$ cat config.mk
export PLATFORM = sky130hd
export DESIGN_NAME = bblur_mean
export DESIGN_NICKNAME = d
export VERILOG_FILES = /design/src/rtl/bblur_pkg.sv /design/src/rtl/bblur_mean.sv
export VERILOG_INCLUDE_DIRS = /design/src /design/src/rtl
export SDC_FILE = /design/constraint.sdc
export NUM_CORES = 1
export LEC_CHECK = 0
export BUFFER_PORTS_ARGS = -buffer_cell sky130_fd_sc_hd__buf_2
export CAP_MARGIN = 15
export CORE_MARGIN = 2
export CORE_UTILIZATION = 40
export CTS_BUF_LIST = sky130_fd_sc_hd__clkbuf_4
export CTS_CLUSTER_DIAMETER = 150
export DETAILED_ROUTE_END_ITERATION = 16
export SYNTH_ARGS = -nofsm -noshare
export SYNTH_HDL_FRONTEND = slang
export SYNTH_SLANG_ARGS = --single-unit
$ cat constraint.sdc
create_clock -name clk -period 8.9 [get_ports clk]
set_input_delay 0.445 -clock clk [delete_from_list [all_inputs] [get_ports clk]]
set_output_delay 0.445 -clock clk [all_outputs]
set_load 0.03 [all_outputs]
$ cat src/rtl/assert_macros.svh
// Assertion helpers shared by the RTL.
// Every check samples on the rising edge of clk and is off while rst_n is low.
`ifndef ASSERT_MACROS_SVH
`define ASSERT_MACROS_SVH

// Property must hold at every sampled edge.
`define ASSERT_CHECK(lbl, prop, msg) \
    lbl: assert property (@(posedge clk) disable iff (!rst_n) prop) \
        else $error(msg);

// Condition must never be seen at a sampled edge.
`define ASSERT_NEVER(lbl, expr, msg) \
    `ASSERT_CHECK(lbl, !(expr), msg)

`endif

$ cat src/rtl/bblur_pkg.sv
package bblur_pkg;

    localparam int CH_W        = 8;
    localparam int PIX_W       = 3 * CH_W;
    localparam int WIN_SIDE    = 3;
    localparam int WIN_N       = WIN_SIDE * WIN_SIDE;
    localparam int SUM_W       = 12;
    localparam int CNT_W       = 4;
    localparam int X_W         = SUM_W + 1;
    localparam int RCP_W       = 18;
    localparam int RECIP_SHIFT = 18;
    localparam int PROD_W      = X_W + RCP_W;

    localparam int FW_W      = 11;
    localparam int FH_W      = 16;
    localparam int ADDR_W    = 3;
    localparam int DATA_W    = 32;
    localparam int REG_IDX_W = 1;

    typedef logic [PIX_W-1:0] pix_t;
    typedef pix_t [WIN_N-1:0] win_t;

    // Control word handed to the mean unit along with the window.
    typedef struct packed {
        logic [WIN_N-1:0] mask;
        logic             last;
    } job_t;

    typedef logic [REG_IDX_W-1:0] reg_idx_t;
    localparam reg_idx_t REG_FRAME_WIDTH  = 1'b0;
    localparam reg_idx_t REG_FRAME_HEIGHT = 1'b1;

    localparam logic [FW_W-1:0] FRAME_WIDTH_RST  = 11'd1024;
    localparam logic [FH_W-1:0] FRAME_HEIGHT_RST = 16'd768;

    localparam logic CMD_PIXEL = 1'b0;
    localparam logic CMD_DRAIN = 1'b1;

    // ceil(2^RECIP_SHIFT / (2n)); exact for every dividend below 2*9*255+9+1.
    function automatic logic [RCP_W-1:0] recip_mul(input logic [CNT_W-1:0] n);
        logic [RCP_W-1:0] m;
        case (n)
            4'd2:    m = 18'd65536;
            4'd3:    m = 18'd43691;
            4'd4:    m = 18'd32768;
            4'd6:    m = 18'd21846;
            4'd9:    m = 18'd14564;
            default: m = 18'd131072;
        endcase
        return m;
    endfunction

endpackage

$ cat src/rtl/bblur_mean.sv
`include "assert_macros.svh"

module bblur_mean
    import bblur_pkg::*;
(
    input  logic            clk,
    input  logic            rst_n,
    input  logic            job_valid,
    output logic            job_ready,
    input  job_t            job,
    input  win_t            win,
    output logic            res_valid,
    input  logic            res_ready,
    output logic [CH_W-1:0] red,
    output logic [CH_W-1:0] green,
    output logic [CH_W-1:0] blue,
    output logic            last
);

    // channel 0 = blue (low byte), 2 = red
    logic [2:0][SUM_W-1:0] sum_a;
    logic [CNT_W-1:0]      cnt_a;

    logic                  a_valid_reg;
    logic [2:0][SUM_W-1:0] sum_reg;
    logic [CNT_W-1:0]      cnt_reg;
    logic                  a_last_reg;

    logic [RCP_W-1:0]      rcp;
    logic [2:0][X_W-1:0]   x_val;
    logic [2:0][PROD_W-1:0] prod;
    logic [2:0][CH_W-1:0]  mean;

    logic                  o_valid_reg;
    logic [2:0][CH_W-1:0]  o_chan_reg;
    logic                  o_last_reg;

    logic                  o_en;
    logic                  a_en;

    assign o_en      = !o_valid_reg || res_ready;
    assign job_ready = !a_valid_reg || o_en;
    assign a_en      = job_valid && job_ready;

    // masked window sum
    always_comb
    begin
        for (int ch = 0; ch < 3; ch++)
        begin
            sum_a[ch] = '0;
            for (int e = 0; e < WIN_N; e++)
            begin
                sum_a[ch] = sum_a[ch]
                          + SUM_W'(job.mask[e] ? win[e][ch*CH_W +: CH_W] : '0);
            end
        end
        cnt_a = CNT_W'($countones(job.mask));
    end

    // rounded mean: (2s + n) / (2n) by reciprocal multiply
    always_comb
    begin
        rcp = recip_mul(cnt_reg);
        for (int ch = 0; ch < 3; ch++)
        begin
            x_val[ch] = {sum_reg[ch], 1'b0} + X_W'(cnt_reg);
            prod[ch]  = PROD_W'(x_val[ch]) * PROD_W'(rcp);
            mean[ch]  = prod[ch][RECIP_SHIFT +: CH_W];
        end
    end

    always_ff @(posedge clk or negedge rst_n)
    begin
        if (!rst_n)
        begin
            a_valid_reg <= 1'b0;
            o_valid_reg <= 1'b0;
        end
        else
        begin
            if (job_ready)
            begin
                a_valid_reg <= job_valid;
            end
            if (o_en)
            begin
                o_valid_reg <= a_valid_reg;
            end
        end
    end

    always_ff @(posedge clk)
    begin
        if (a_en)
        begin
            sum_reg    <= sum_a;
            cnt_reg    <= cnt_a;
            a_last_reg <= job.last;
        end
        if (o_en && a_valid_reg)
        begin
            o_chan_reg <= mean;
            o_last_reg <= a_last_reg;
        end
    end

    assign res_valid = o_valid_reg;
    assign red       = o_chan_reg[2];
    assign green     = o_chan_reg[1];
    assign blue      = o_chan_reg[0];
    assign last      = o_last_reg;

    `ASSERT_NEVER(a_mean_count_range, a_valid_reg && (cnt_reg == '0 || cnt_reg > CNT_W'(WIN_N)), "mean job with no or too many pixels")

endmodule

# Word level (Yosys, flattened, before mapping)
# Cells that the tools add are included.
[word_totals]
in_bits = 230
ff_bits = 68
[classes]
n_mux = 28
eq_ne = 5
mul = 3
add_sub_neg = 35
n_reduce_logical = 6
[op_table]
columns = ["op", "count"]
rows = [
  ["$mux W8", 27],
  ["$add A12 B8 Y12", 12],
  ["$pmux W18 S5", 1],
  ["$mul A13 B18 Y26", 3],
  ["$add A13 B4 Y13", 3],
  ["$add A11 B8 Y12", 3],
  ["$add A10 B8 Y11", 3],
  ["$add A9 B8 Y10", 3],
  ["$add A8 B8 Y9", 3],
  ["$add A1 B1 Y2", 4],
  ["$eq A4 B2 Y1 const B", 2],
  ["$eq A4 B3 Y1 const B", 2],
  ["$add A2 B2 Y3", 2],
  ["$add A3 B3 Y4", 1],
  ["$add A4 B1 Y4", 1],
  ["$eq A4 B4 Y1 const B", 1],
  ["$logic_and A1 B1 Y1", 2],
  ["$logic_not A1 Y1", 2],
  ["$logic_or A1 B1 Y1", 2],
]

# Longest topological paths before layout
# Gate-level depths: netlist of run 1.
[depth]
depth_word = 9
depth_mapped = 27
depth_no_buf = 26

# Least setup slack after synthesis of run 1
# No wires, ideal clock.
[synth_timing]
path_kind = "register to register"
startpoint = "register cnt_reg[2]"
endpoint = "register o_chan_reg, in the netlist red[7], data pin"
slack_ns = 2.352
path_stages_with_launch = 24
t_required_ns = 8.638
setup_ns = 0.262
t_arrival_ns = 6.286
cell_sequence = "edfxtp_1 > ha_1 > a21o_1 > a21oi_1 > nor2_1 > xnor2_1 > nor2_1 > fa_1 > inv_1 > fa_1 > inv_1 > fa_1 > fa_1 > inv_1 > fa_1 > inv_1 > ha_1 > and3_1 > a221oi_1 > o32ai_1 > or3_1 > a21o_1 > o31ai_1 > xnor2_1"
[synth_lines]
columns = ["item", "line", "rtl"]
rows = [
  ["start, declared", "bblur_mean.sv:26", "logic [CNT_W-1:0] cnt_reg;"],
  ["start signal, assigned", "bblur_mean.sv:97", "cnt_reg <= cnt_a;"],
  ["end signal, assigned", "bblur_mean.sv:102", "o_chan_reg <= mean;"],
  ["end, declared", "bblur_mean.sv:35", "logic [2:0][CH_W-1:0] o_chan_reg;"],
]

==> impl_metrics.sql, run 1 <==
INSERT INTO impl_metrics (metric_group, metric, value, unit) VALUES
('placed_design', 'dpl.hpwl', '63240', 'µm'),
('worst_setup_path', 'crit_path_end_kind', 'flip-flop', ''),
('timing', 'rsz_0062_raised_after_global_routing', 'false', ''),
('logic_synthesis', 'synth-async-reset-ratio', '0.02941', ''),
('drt', 'first_iter_violations', '904', ''),
('worst_hold_path', 'worstHoldPathType', 'in2reg', ''),
('timing', 'hold-worst-slack', '69.78', 'ps'),
('clocking', 'cts-hold-fix-buffers', '2', ''),
('logic_synthesis', 'synth-main-ff-cell', 'edfxtp_1', ''),
('worst_setup_path', 'worst_endpoint_data_arrival_time', '7800', 'ps'),
('worst_setup_path', 'setup.reg_to_reg.worst_slack', '1440', 'ps'),
('drt', 'avgRoutedWirePerCell', '19.32', 'µm'),
('cells_and_area', 'syn2layout_area_growth', '9.838', '%'),
('cells_and_area', 'drive_gt1_frac', '0.1059', ''),
('clocking', 'tritoncts_clock_tree', 'done', ''),
('floorplanning', 'die_footprint', '0.06404', 'mm²'),
('grt', 'grt_start_max_net_pins', '42', ''),
('worst_setup_path', 'start_to_end_type_of_the_worst_setup_path', 'reg2reg', ''),
('worst_setup_path', 'crit_path_end', 'blue[7]', ''),
('grt', 'grt_util_all_layers', '0.2326', ''),
('logic_synthesis', 'synth-seq-area-share', '0.08189', ''),
('power_and_ir_drop', 'peak_ir_drop_on_the_vdd_network', '269.3', 'µV'),
('drt', 'route.vias.total', '17530', ''),
('run_status', 'outcome', 'finished clean', ''),
('logic_synthesis', 'post_synth.cell_area_avg', '9.540', 'µm²'),
('worst_setup_path', 'timing.critical_path.fanout_max', '19', ''),
('clocking', 'clock_latency_of_the_later_clocked_register_in_the_worst_skew_pair', '580', 'ps'),
('timing', 'maxSlewViolCount', '0', ''),
('timing', 'timing.final.setup_violations', '0', ''),
('floorplanning', 'die_width', '253.1', 'µm'),
('logic_synthesis', 'post_synth_instance_area', '0.02481', 'mm²'),
('logic_synthesis', 'synth_edf_count', '66', ''),
('clocking', 'cts.root.buffer_cell', 'clkbuf_4', ''),
('floorplanning', 'die-height', '253.1', 'µm'),
('cells_and_area', 'finish.utilization', '0.4433', ''),
('drt', 'route.detailed.vias_per_inst', '4.805', ''),
('power_and_ir_drop', 'power_density', '380.3', 'mW/mm²'),
('cells_and_area', 'largest_register_ff_count', '36', ''),
('grt', 'first_pass_grt_wire_length', '111100', 'µm'),
('timing', 'worst_slew_pin_slew', '1088', 'ps'),
('worst_setup_path', 'reg2reg_to', 'blue[7]', ''),
('timing', 'tightest_slew_margin_relative_to_the_limit', '0.2746', ''),
('drt', 'route.detailed.drc', '0', ''),
('cells_and_area', 'finalNetCount', '3900', ''),
('floorplanning', 'rows', '91', ''),
('clocking', 'clk_path_buf_depth', '2', ''),
('timing', 'fmaxAchievable', '134.0', 'MHz'),
('drt', 'detailedRoute.firstPassIterationCount', '7', ''),
('logic_synthesis', 'synth-seq-cells', '68', ''),
('logic_synthesis', 'yosys.area.top_type_share', '0.4978', ''),
('floorplanning', 'pin_count', '257', ''),
('timing', 'layout_min_cycle_time', '7465', 'ps'),
('clocking', 'ctsHtreeMaxLevel', '3', ''),
('worst_setup_path', 'worstRegToRegCells', '23', ''),
('logic_synthesis', 'most_frequent_cell_after_synthesis', 'inv_1', ''),
('logic_synthesis', 'ys_top_cells_by_area', 'fa_1 50%, inv_1 12%, ha_1 10%, edfxtp_1 8.0%, nand2_1 4.3%', ''),
('timing', 'final_cycle_share', '0.8387', ''),
('power_and_ir_drop', 'power.leakage', '15.05', 'nW'),
('logic_synthesis', 'synth.yosys.warnings', '0', ''),
('clocking', 'tritoncts.num_buffers', '9', ''),
('clocking', 'cts-resized-gates', '0', ''),
('floorplanning', 'floorplan.initialDensity', '0.4036', ''),
('worst_setup_path', 'timing.critical_path.from', 'cnt_reg[3]', ''),
('clocking', 'clkSlewWorstSetupHoldPaths', '140', 'ps'),
('drt', 'wirelength', '70510', 'µm'),
('cells_and_area', 'n_fill_cell', '6074', ''),
('logic_synthesis', 'synth_cells', '2601', ''),
('placed_design', 'finalWeightedCongestion', '0.9792', ''),
('worst_setup_path', 'crit-reg2reg-launch', 'cnt_reg[3]', ''),
('worst_setup_path', 'worstPathRequired', '9230', 'ps'),
('job', 'timing.max_cap.violations', '0', '');
-- stage by stage --
stage	setup slack [ps]	power [mW]	cells	cell area, µm²
global route	1026	11.83	3647	27250
CTS	1427	10.52	3642	27240
detailed placement	1428	10.22	3624	27090
finish	1435	10.37	3649	27250
global placement	1606	9.915	3624	27090
floorplan	2352	7.739	2611	24850
-- placed cells by master (no fill, tap or decap), types with 8 or more instances in the layout --
master | netlist | layout
inv_1 | 815 | 815
xor2_1 | 43 | 43
xnor2_1 | 70 | 70
fa_1 | 617 | 617
a21o_1 | 22 | 22
clkbuf_4 | 0 | 9
nor2_1 | 124 | 123
o21ai_0 | 14 | 14
nand2_1 | 285 | 285
nand3_1 | 10 | 10
and2_1 | 107 | 106
ha_1 | 206 | 206
nand4_1 | 8 | 8
buf_4 | 0 | 13
a21oi_1 | 55 | 55
nor2b_1 | 11 | 11
nand2b_1 | 15 | 15
edfxtp_1 | 66 | 66
conb_1 | 2 | 12
buf_2 | 5 | 256
-- report_power, final --
group	total [mW]	switching, mW	internal (mW)
logic	9.24	5.44	3.80
clock network	0.221	0.160	0.0610
registers	0.907	0.115	0.792
total	10.4	5.71	4.65
-- worst min-delay path by stage --
| stage | to | cells after the start | startpoint | slack [ps] |
|---|---|---|---|---|
| after floorplan | a_valid_reg | 0 | rst_n | 150 |
| after global placement | res_valid | 1 | rst_n | 230 |
| after detailed placement | res_valid | 1 | rst_n | 240 |
| after CTS | a_valid_reg | 2 | job_valid | 20 |
| after global routing | a_valid_reg | 2 | job_valid | 40 |
| final | a_valid_reg | 2 | job_valid | 70 |
-- final cells by class --
| cell class | instances | area [µm²] | area share |
|---|---|---|---|
| Multi-Input combinational cell | 1680 | 19610 | 0.7194 |
| Inverter | 816 | 3063 | 0.1124 |
| Sequential cell | 68 | 2032 | 0.07456 |
| Timing Repair Buffer | 272 | 1419 | 0.05206 |
| Tap cell | 790 | 988.4 | 0.03627 |
| Clock buffer | 9 | 67.56 | 0.002479 |
| Clock inverter | 7 | 58.81 | 0.002158 |
| Antenna cell | 7 | 17.52 | 0.0006427 |
-- cells by family (layout without fill, tap and decap cells) --
group / after synthesis / count (layout) / synth area share
buffers and inverters: 863 / 1104 / 0.1308
adder cells (fa/ha/maj): 823 / 823 / 0.6017
AND/OR/NAND/NOR: 600 / 600 / 0.1113
AO/OA/AOI/OAI: 132 / 132 / 0.03409
XOR/XNOR: 113 / 113 / 0.03989
flip-flops: 68 / 68 / 0.08189
other: 2 / 19 / 0.0003027
-- metal layers --
| metal | track usage | up-vias | part of all wire |
|---|---|---|---|
| li1 | - | 7969 | - |
| met1 | 0.3008 | 8850 | 0.42 |
| met2 | 0.3819 | 599 | 0.47 |
| met3 | 0.04821 | 112 | 0.066 |
| met4 | 0.09417 | 2 | 0.041 |
| met5 | 0 | - | 0.00023 |
-- worst max-delay path: stages, from the launching register on --
cell       delay (ps)
edfxtp_1          580
nand2b_1          290
or3b_1            750
inv_2             170
nor2_1             70
inv_1             280
buf_4             390
nand2_1           230
fa_1              530
inv_1              50
fa_1              560
fa_1              440
fa_1              500
inv_1              50
fa_1              480
inv_1              40
ha_1              260
o21a_1            200
o2111ai_1         230
and3b_1           210
a21oi_1           260
a31oi_1           220
a31o_2            300
xnor2_1           120
Note: power is estimated with default switching activity, not from simulation.
==> inputs of run 2 (changes only) <==
--- a/config.mk
+++ b/config.mk
@@ -6,6 +6,7 @@
 export SDC_FILE = /design/constraint.sdc
 export NUM_CORES = 1
 export LEC_CHECK = 0
+export ABC_AREA = 1
 export BUFFER_PORTS_ARGS = -buffer_cell sky130_fd_sc_hd__buf_2
 export CAP_MARGIN = 15
 export CORE_MARGIN = 2
==> constraint.sdc (replaced) <==
create_clock -name clk -period 6.75 [get_ports clk]
set_input_delay 0.3375 -clock clk [delete_from_list [all_inputs] [get_ports clk]]
set_output_delay 0.3375 -clock clk [all_outputs]
set_load 0.03 [all_outputs]
==> impl_metrics.sql, run 2 <==
INSERT INTO impl_metrics (metric_group, metric, value, unit) VALUES
('worst_setup_path', 'count_of_buffering_cells_on_the_critical_path_with_inverters_included', '4', ''),
('timing', 'final_tns_setup', '0', 'ps'),
('worst_hold_path', 'hp-start', 'a_last_reg', ''),
('drt', 'route.detailed.drc', '0', ''),
('drt', 'avgRoutedWirePerCell', '16.50', 'µm'),
('run_status', 'outcome', 'finished clean', ''),
('worst_setup_path', 'cp_slowest_stage_delay', '600', 'ps'),
('timing', 'fmaxAchievable', '158.1', 'MHz'),
('cells_and_area', 'drive_gt1_frac', '0.1153', ''),
('worst_setup_path', 'worstPathRequired', '7100', 'ps'),
('logic_synthesis', 'most_frequent_cell_after_synthesis', 'inv_1', ''),
('floorplanning', 'floorplan.initialDensity', '0.4037', ''),
('clocking', 'tritoncts.num_buffers', '9', ''),
('logic_synthesis', 'synth-seq-cells', '68', ''),
('worst_setup_path', 'timing.critical_path.fanout_max', '6', ''),
('clocking', 'ctsHtreeMaxLevel', '3', ''),
('drt', 'detailedRoute.firstPassIterationCount', '6', ''),
('logic_synthesis', 'ys_top_cells_by_area', 'fa_1 46%, inv_1 15%, ha_1 9.5%, nand2_1 7.9%, edfxtp_1 7.3%', ''),
('timing', 'layout_min_cycle_time', '6327', 'ps'),
('timing', 'hold_viol', '0', ''),
('job', 'timing.max_cap.violations', '0', ''),
('clocking', 'numClockSinks', '68', ''),
('floorplanning', 'floorplan.core_area', '0.06704', 'mm²'),
('clocking', 'tritoncts_clock_tree', 'done', ''),
('placed_design', 'finalWeightedCongestion', '0.9433', ''),
('logic_synthesis', 'synth_cells', '3238', ''),
('logic_synthesis', 'yosysUniqueCellTypes', '55', ''),
('timing', 'tightest_slew_margin_relative_to_the_limit', '0.5370', ''),
('floorplanning', 'pin_count', '257', ''),
('cells_and_area', 'post-route-cell-area', '0.02977', 'mm²'),
('logic_synthesis', 'synth-main-ff-cell', 'edfxtp_1', ''),
('timing', 'maxSlewViolCount', '0', ''),
('cells_and_area', 'finalNetCount', '4562', ''),
('clocking', 'clk_path_buf_depth', '2', ''),
('floorplanning', 'die-height', '264.1', 'µm'),
('placed_design', 'dpl.hpwl', '66010', 'µm'),
('floorplanning', 'rows', '95', ''),
('logic_synthesis', 'synth-seq-area-share', '0.07508', ''),
('drt', 'route.vias.total', '20430', ''),
('floorplanning', 'die_footprint', '0.06976', 'mm²'),
('worst_setup_path', 'critical_path_start_type', 'flip-flop', ''),
('timing', 'rsz_0062_raised_after_global_routing', 'false', ''),
('worst_setup_path', 'crit-reg2reg-launch', 'cnt_reg[1]', ''),
('worst_setup_path', 'path_delay_family', 'adder cells', ''),
('worst_setup_path', 'timing.critical_path.from', 'cnt_reg[1]', ''),
('grt', 'grt_util_all_layers', '0.2208', ''),
('logic_synthesis', 'post_synth_instance_area', '0.02706', 'mm²'),
('logic_synthesis', 'yosys.area.top_type_share', '0.4564', ''),
('timing', 'final_cycle_share', '0.9373', ''),
('timing', 'worst_slew_pin_slew', '694.5', 'ps'),
('worst_setup_path', 'timing.critical_path.slowest_stage_cell', 'fa_1', ''),
('drt', 'antenna_left', '0', ''),
('cells_and_area', 'multi_input_comb_area', '0.02083', 'mm²'),
('drt', 'first_iter_violations', '1073', ''),
('grt', 'grt_start_max_net_pins', '42', ''),
('worst_hold_path', 'worstHoldPathType', 'reg2reg', ''),
('drt', 'route.detailed.vias_per_inst', '4.653', ''),
('clocking', 'clkSlewWorstSetupHoldPaths', '150', 'ps'),
('worst_setup_path', 'cp_common_cell', 'fa_1', ''),
('placed_design', 'detailed_place.area', '0.02950', 'mm²'),
('grt', 'first_pass_grt_wire_length', '118800', 'µm'),
('worst_setup_path', 'timing.critical_path.cells', 'ha_1 > fa_1 > nand2_2 > a21oi_4 > nand3_1 > nand2_1 > inv_1 > nand2_1 > fa_1 > inv_1 > fa_1 > fa_1 > fa_1 > inv_1 > fa_1 > inv_1 > ha_1 > a21oi_1 > a21boi_0 > o21ai_0 > a21oi_1 > nand2_1 > nand2_1 > nand2_1', ''),
('grt', 'grt_pass1_vias', '22170', ''),
('logic_synthesis', 'synth-async-reset-ratio', '0.02941', ''),
('clocking', 'cts.root.buffer_cell', 'clkbuf_4', ''),
('timing', 'timing.final.setup_violations', '0', ''),
('logic_synthesis', 'post-synth-top-area-cell', 'fa_1', ''),
('timing', 'maximum_clock_skew_at_final_layout', '32.06', 'ps'),
('cells_and_area', 'ff_latch_area', '0.002032', 'mm²'),
('floorplanning', 'die_width', '264.1', 'µm'),
('drt', 'wirelength', '72490', 'µm'),
('clocking', 'clock_latency_of_the_later_clocked_register_in_the_worst_skew_pair', '600', 'ps'),
('cells_and_area', 'n_fill_cell', '6808', ''),
('logic_synthesis', 'synth.yosys.warnings', '0', ''),
('logic_synthesis', 'post_synth.cell_area_avg', '8.358', 'µm²'),
('cells_and_area', 'layout_commonest_cell', 'inv_1', ''),
('cells_and_area', 'largest_register_ff_count', '36', ''),
('worst_setup_path', 'start_to_end_type_of_the_worst_setup_path', 'reg2reg', ''),
('grt', 'antenna_violations_before_repair', '4', ''),
('worst_setup_path', 'worst_endpoint_data_arrival_time', '6680', 'ps'),
('cells_and_area', 'syn2layout_area_growth', '9.986', '%'),
('worst_setup_path', 'crit_path_end_kind', 'flip-flop', ''),
('cells_and_area', 'commonest_non_fill_non_tap_cells_in_the_layout', '1050 x inv_1, 617 x fa_1, 567 x nand2_1', ''),
('placed_design', 'io_buffers', '256', ''),
('logic_synthesis', 'synth_edf_count', '66', ''),
('grt', 'remaining_global_route_overflow', '0', ''),
('logic_synthesis', 'synth_commonest_cells', '1051 x inv_1, 617 x fa_1, 567 x nand2_1', '');
[run 2: cell count changes in the layout (fill, tap and decap cells not counted), sizes merged, moves of 11 or more]
cell,change
and2,-107
xnor2,-56
o21ai,+33
nor3,+14
nand4,+20
nor2,+146
buf,+19
inv,+260
nor2b,-11
a21oi,+22
nand2b,-13
nand3,+71
nand2,+298
[run 2: kinds of logic (layout without fill, tap and decap cells)]
group,Yosys count,count (layout),synth area share
buf+inv,1121,1387,0.1578
simple gates,991,991,0.1581
fa+ha+maj,823,823,0.5516
compound gates,178,178,0.03819
flops,68,68,0.07508
xor+xnor,55,55,0.01891
other cells,2,17,0.0002775
[run 2: worst register-to-register path, cell delays in order, from the launching register on]
cell      delay [ps]
edfxtp_1         490
ha_1             270
fa_1             420
nand2_2          110
a21oi_4           70
nand3_1          140
nand2_1          170
inv_1            120
nand2_1          180
fa_1             600
inv_1             80
fa_1             550
fa_1             430
fa_1             490
inv_1             50
fa_1             470
inv_1             40
ha_1             360
a21oi_1          340
a21boi_0         200
o21ai_0          130
a21oi_1          190
nand2_1           80
nand2_1           60
nand2_1           50
[run 2: through the flow]
step	std cells	hold slack [ps]	setup WS, ps	util
after floorplan	3248	41.91	978.5	-
after global placement	4362	128.7	329.2	0.4401
after detailed placement	4362	131.5	264.6	0.4401
after CTS	4383	418.9	271.8	0.4431
after global routing	4391	424.9	18.39	0.4440
final	4392	445.9	423.1	0.4440
[run 2: timing repair]
action / 4_1_cts / 5_1_grt
hold buffers: 5 / 0
setup buffers: 0 / 4
setup endpoints to repair: 0 / 9
endpoints found under the hold margin: 5 / 0
gates resized for setup: 0 / 7
[run 2: final timing paths]
| kind | to | slack [ps] | depth (start not counted) |
|---|---|---|---|
| max | red[6] | 420 | 24 |
| min reg2reg | last | 450 | 0 |
| max reg2reg | red[6] | 420 | 24 |
| max in group asynchronous | res_valid | 6050 | 3 |
| min | last | 450 | 0 |
| min in group asynchronous | a_valid_reg | 560 | 3 |
[run 2: cell type report]
class / count / area share
antenna: 5 / 0.0004203
clock buffer: 9 / 0.002270
clock inverter: 7 / 0.002816
inverter: 1077 / 0.1359
multi-input combinational: 2059 / 0.6998
sequential: 68 / 0.06826
tap: 873 / 0.03669
timing repair buffer: 294 / 0.05389
[run 2: routing by layer]
metal  global-route usage  wire [µm]  vias up
met5                    0         14        -
met1               0.2935      31820    10010
met3              0.02470       3014       89
met2               0.3818      35580      513
li1                     -          -     9820
met4              0.06204       2064        2
Power of run 2 is left out: the tool's default activity adds up to more than one toggle a clock period on the data nets, which glitch-free logic cannot reach.
==> inputs of run 3 (changes only) <==
--- a/config.mk
+++ b/config.mk
@@ -7,13 +7,14 @@
 export NUM_CORES = 1
 export LEC_CHECK = 0
 export ABC_AREA = 1
-export BUFFER_PORTS_ARGS = -buffer_cell sky130_fd_sc_hd__buf_2
+export BUFFER_PORTS_ARGS = -buffer_cell sky130_fd_sc_hd__buf_4
 export CAP_MARGIN = 15
 export CORE_MARGIN = 2
-export CORE_UTILIZATION = 40
+export CORE_UTILIZATION = 54
 export CTS_BUF_LIST = sky130_fd_sc_hd__clkbuf_4
 export CTS_CLUSTER_DIAMETER = 150
 export DETAILED_ROUTE_END_ITERATION = 16
+export PLACE_DENSITY = 0.77
 export SYNTH_ARGS = -nofsm -noshare
 export SYNTH_HDL_FRONTEND = slang
 export SYNTH_SLANG_ARGS = --single-unit
==> impl_metrics.sql, run 3 (same netlist as run 2, synthesis figures left out) <==
INSERT INTO impl_metrics (metric_group, metric, value, unit) VALUES
('drt', 'detailedRoute.firstPassIterationCount', '7', ''),
('floorplanning', 'pin_count', '257', ''),
('placed_design', 'dpl.hpwl', '63430', 'µm'),
('worst_setup_path', 'crit_path_end_kind', 'flip-flop', ''),
('clocking', 'tritoncts.num_buffers', '9', ''),
('timing', 'maxSlewViolCount', '0', ''),
('worst_hold_path', 'worstHoldPathType', 'in2reg', ''),
('floorplanning', 'die_footprint', '0.05193', 'mm²'),
('worst_setup_path', 'worstPathRequired', '7150', 'ps'),
('grt', 'grt_pass1_vias', '22910', ''),
('timing', 'timing.final.setup_violations', '0', ''),
('placed_design', 'finalWeightedCongestion', '0.9764', ''),
('floorplanning', 'floorplan.core_area', '0.04986', 'mm²'),
('timing', 'worst_slew_pin_slew', '586.4', 'ps'),
('floorplanning', 'floorplan.initialDensity', '0.5428', ''),
('worst_setup_path', 'timing.critical_path.fanout_max', '19', ''),
('worst_setup_path', 'timing.critical_path.cells', 'buf_4 > nor2_4 > nand2_4 > inv_4 > nor2_8 > buf_4 > nor2_1 > fa_1 > fa_1 > fa_1 > fa_1 > inv_1 > fa_1 > inv_1 > ha_1 > nand2_1 > nor2_1 > inv_1 > nor3_1 > nand4_1 > nand3_1 > xor2_1', ''),
('floorplanning', 'die-height', '227.9', 'µm'),
('grt', 'grt_start_max_net_pins', '42', ''),
('worst_setup_path', 'cp_slowest_stage_delay', '680', 'ps'),
('drt', 'wirelength', '71310', 'µm'),
('job', 'timing.max_cap.violations', '0', ''),
('drt', 'highest_layer', 'met4', ''),
('clocking', 'numClockSinks', '68', ''),
('worst_setup_path', 'critical_path_start_type', 'flip-flop', ''),
('cells_and_area', 'syn2layout_area_growth', '11.10', '%'),
('floorplanning', 'rows', '82', ''),
('timing', 'rsz_0062_raised_after_global_routing', 'false', ''),
('floorplanning', 'die_width', '227.9', 'µm'),
('grt', 'first_pass_grt_wire_length', '117600', 'µm'),
('timing', 'final_cycle_share', '0.9511', ''),
('timing', 'layout_min_cycle_time', '6420', 'ps'),
('grt', 'antenna_violations_before_repair', '1', ''),
('drt', 'first_iter_violations', '1358', ''),
('drt', 'route.detailed.vias_per_inst', '5.000', ''),
('run_status', 'outcome', 'finished clean', ''),
('clocking', 'clk_path_buf_depth', '2', ''),
('clocking', 'clkSlewWorstSetupHoldPaths', '140', 'ps'),
('cells_and_area', 'layout_commonest_cell', 'inv_1', ''),
('cells_and_area', 'drive_gt1_frac', '0.1133', ''),
('cells_and_area', 'finalNetCount', '4553', ''),
('cells_and_area', 'largest_register_ff_count', '36', ''),
('drt', 'antenna_left', '0', ''),
('clocking', 'clock_latency_of_the_later_clocked_register_in_the_worst_skew_pair', '620', 'ps'),
('timing', 'final_tns_setup', '0', 'ps'),
('cells_and_area', 'commonest_non_fill_non_tap_cells_in_the_layout', '1051 x inv_1, 617 x fa_1, 567 x nand2_1', ''),
('drt', 'met2WireLength', '35540', 'µm'),
('timing', 'hold_viol', '0', ''),
('grt', 'remaining_global_route_overflow', '0', ''),
('timing', 'tightest_slew_margin_relative_to_the_limit', '0.6077', ''),
('worst_setup_path', 'cp_common_cell', 'fa_1', ''),
('timing', 'maximum_clock_skew_at_final_layout', '48.12', 'ps'),
('worst_setup_path', 'timing.critical_path.slowest_stage_cell', 'fa_1', ''),
('clocking', 'tritoncts_clock_tree', 'done', ''),
('drt', 'route.vias.total', '20890', ''),
('drt', 'met3_length', '4632', 'µm'),
('placed_design', 'io_buffers', '256', ''),
('drt', 'avgRoutedWirePerCell', '17.07', 'µm'),
('worst_setup_path', 'worst_endpoint_data_arrival_time', '6820', 'ps'),
('worst_setup_path', 'start_to_end_type_of_the_worst_setup_path', 'reg2reg', ''),
('clocking', 'cts.root.buffer_cell', 'clkbuf_4', ''),
('timing', 'fmaxAchievable', '155.8', 'MHz'),
('clocking', 'ctsHtreeMaxLevel', '3', ''),
('drt', 'detail_route.wirelength.met1', '28010', 'µm'),
('grt', 'grt_util_all_layers', '0.2921', ''),
('drt', 'route.detailed.drc', '0', '');
==> run 3: changes by cell type in the layout (fill, tap and decap cells not counted), moves of 2 or more <==
cell / previous run / this run
buf_2: 256 / 0
buf_4: 31 / 279
diode_2: 5 / 1
clkinv_4: 2 / 4
==> run 3: what timing repair did <==
item                       in CTS  in global routing
setup buffers                   0                  3
hold endpoints to repair        5                  0
hold buffers                    5                  0
setup endpoints to repair       0                  9
gates resized for setup         0                  8
==> run 3: final timing paths <==
| path | from | end | slack, ps | cells past startpoint |
|---|---|---|---|---|
| max | cnt_reg[2] | blue[4] | 330 | 22 |
| min | job[3] | cnt_reg[0] | 440 | 2 |
| max reg2reg | cnt_reg[2] | blue[4] | 330 | 22 |
| min reg2reg | a_last_reg | last | 440 | 0 |
| max in group asynchronous | rst_n | res_valid | 6050 | 3 |
| min in group asynchronous | rst_n | a_valid_reg | 580 | 3 |
==> run 3: final cells by class <==
cell class                 count  area, µm²
multi-input combinational   2059      20830
clock inverter                 7      85.08
inverter                    1077       4045
tap                          672      840.8
fill                        4517      19790
antenna                        1      2.502
sequential                    68       2032
timing repair buffer         285       2165
clock buffer                   9      67.56
==> run 3: metal layers <==
metal,GRT usage,vias up
met4,0.1230,0
li1,-,9797
met1,0.3626,10130
met3,0.04563,168
met2,0.5091,797
met5,0,-
==> run 3: critical path, delay by kind of cell (launching register included) <==
| kind | cells | cell delay, ps |
|---|---|---|
| XOR/XNOR | 1 | 270 |
| adder cells (fa/ha/maj) | 6 | 3070 |
| buffers and inverters | 6 | 820 |
| flip-flops | 1 | 550 |
| AND/OR/NAND/NOR | 9 | 1500 |
==> run 3: metrics by stage <==
stage | std cells | util | setup WS (ps) | instance area [µm²] | hold slack [ps]
after floorplan | 3248 | - | 978.5 | 27100 | 41.91
after global placement | 4153 | 0.5980 | 259.5 | 29820 | 122.2
after detailed placement | 4153 | 0.5980 | 249.4 | 29820 | 122.5
after CTS | 4174 | 0.6021 | 218.9 | 30020 | 388.0
after global routing | 4178 | 0.6031 | 8.971 | 30070 | 437.8
final | 4178 | 0.6031 | 330.0 | 30070 | 438.6
Power of run 3 is left out for the same reason.
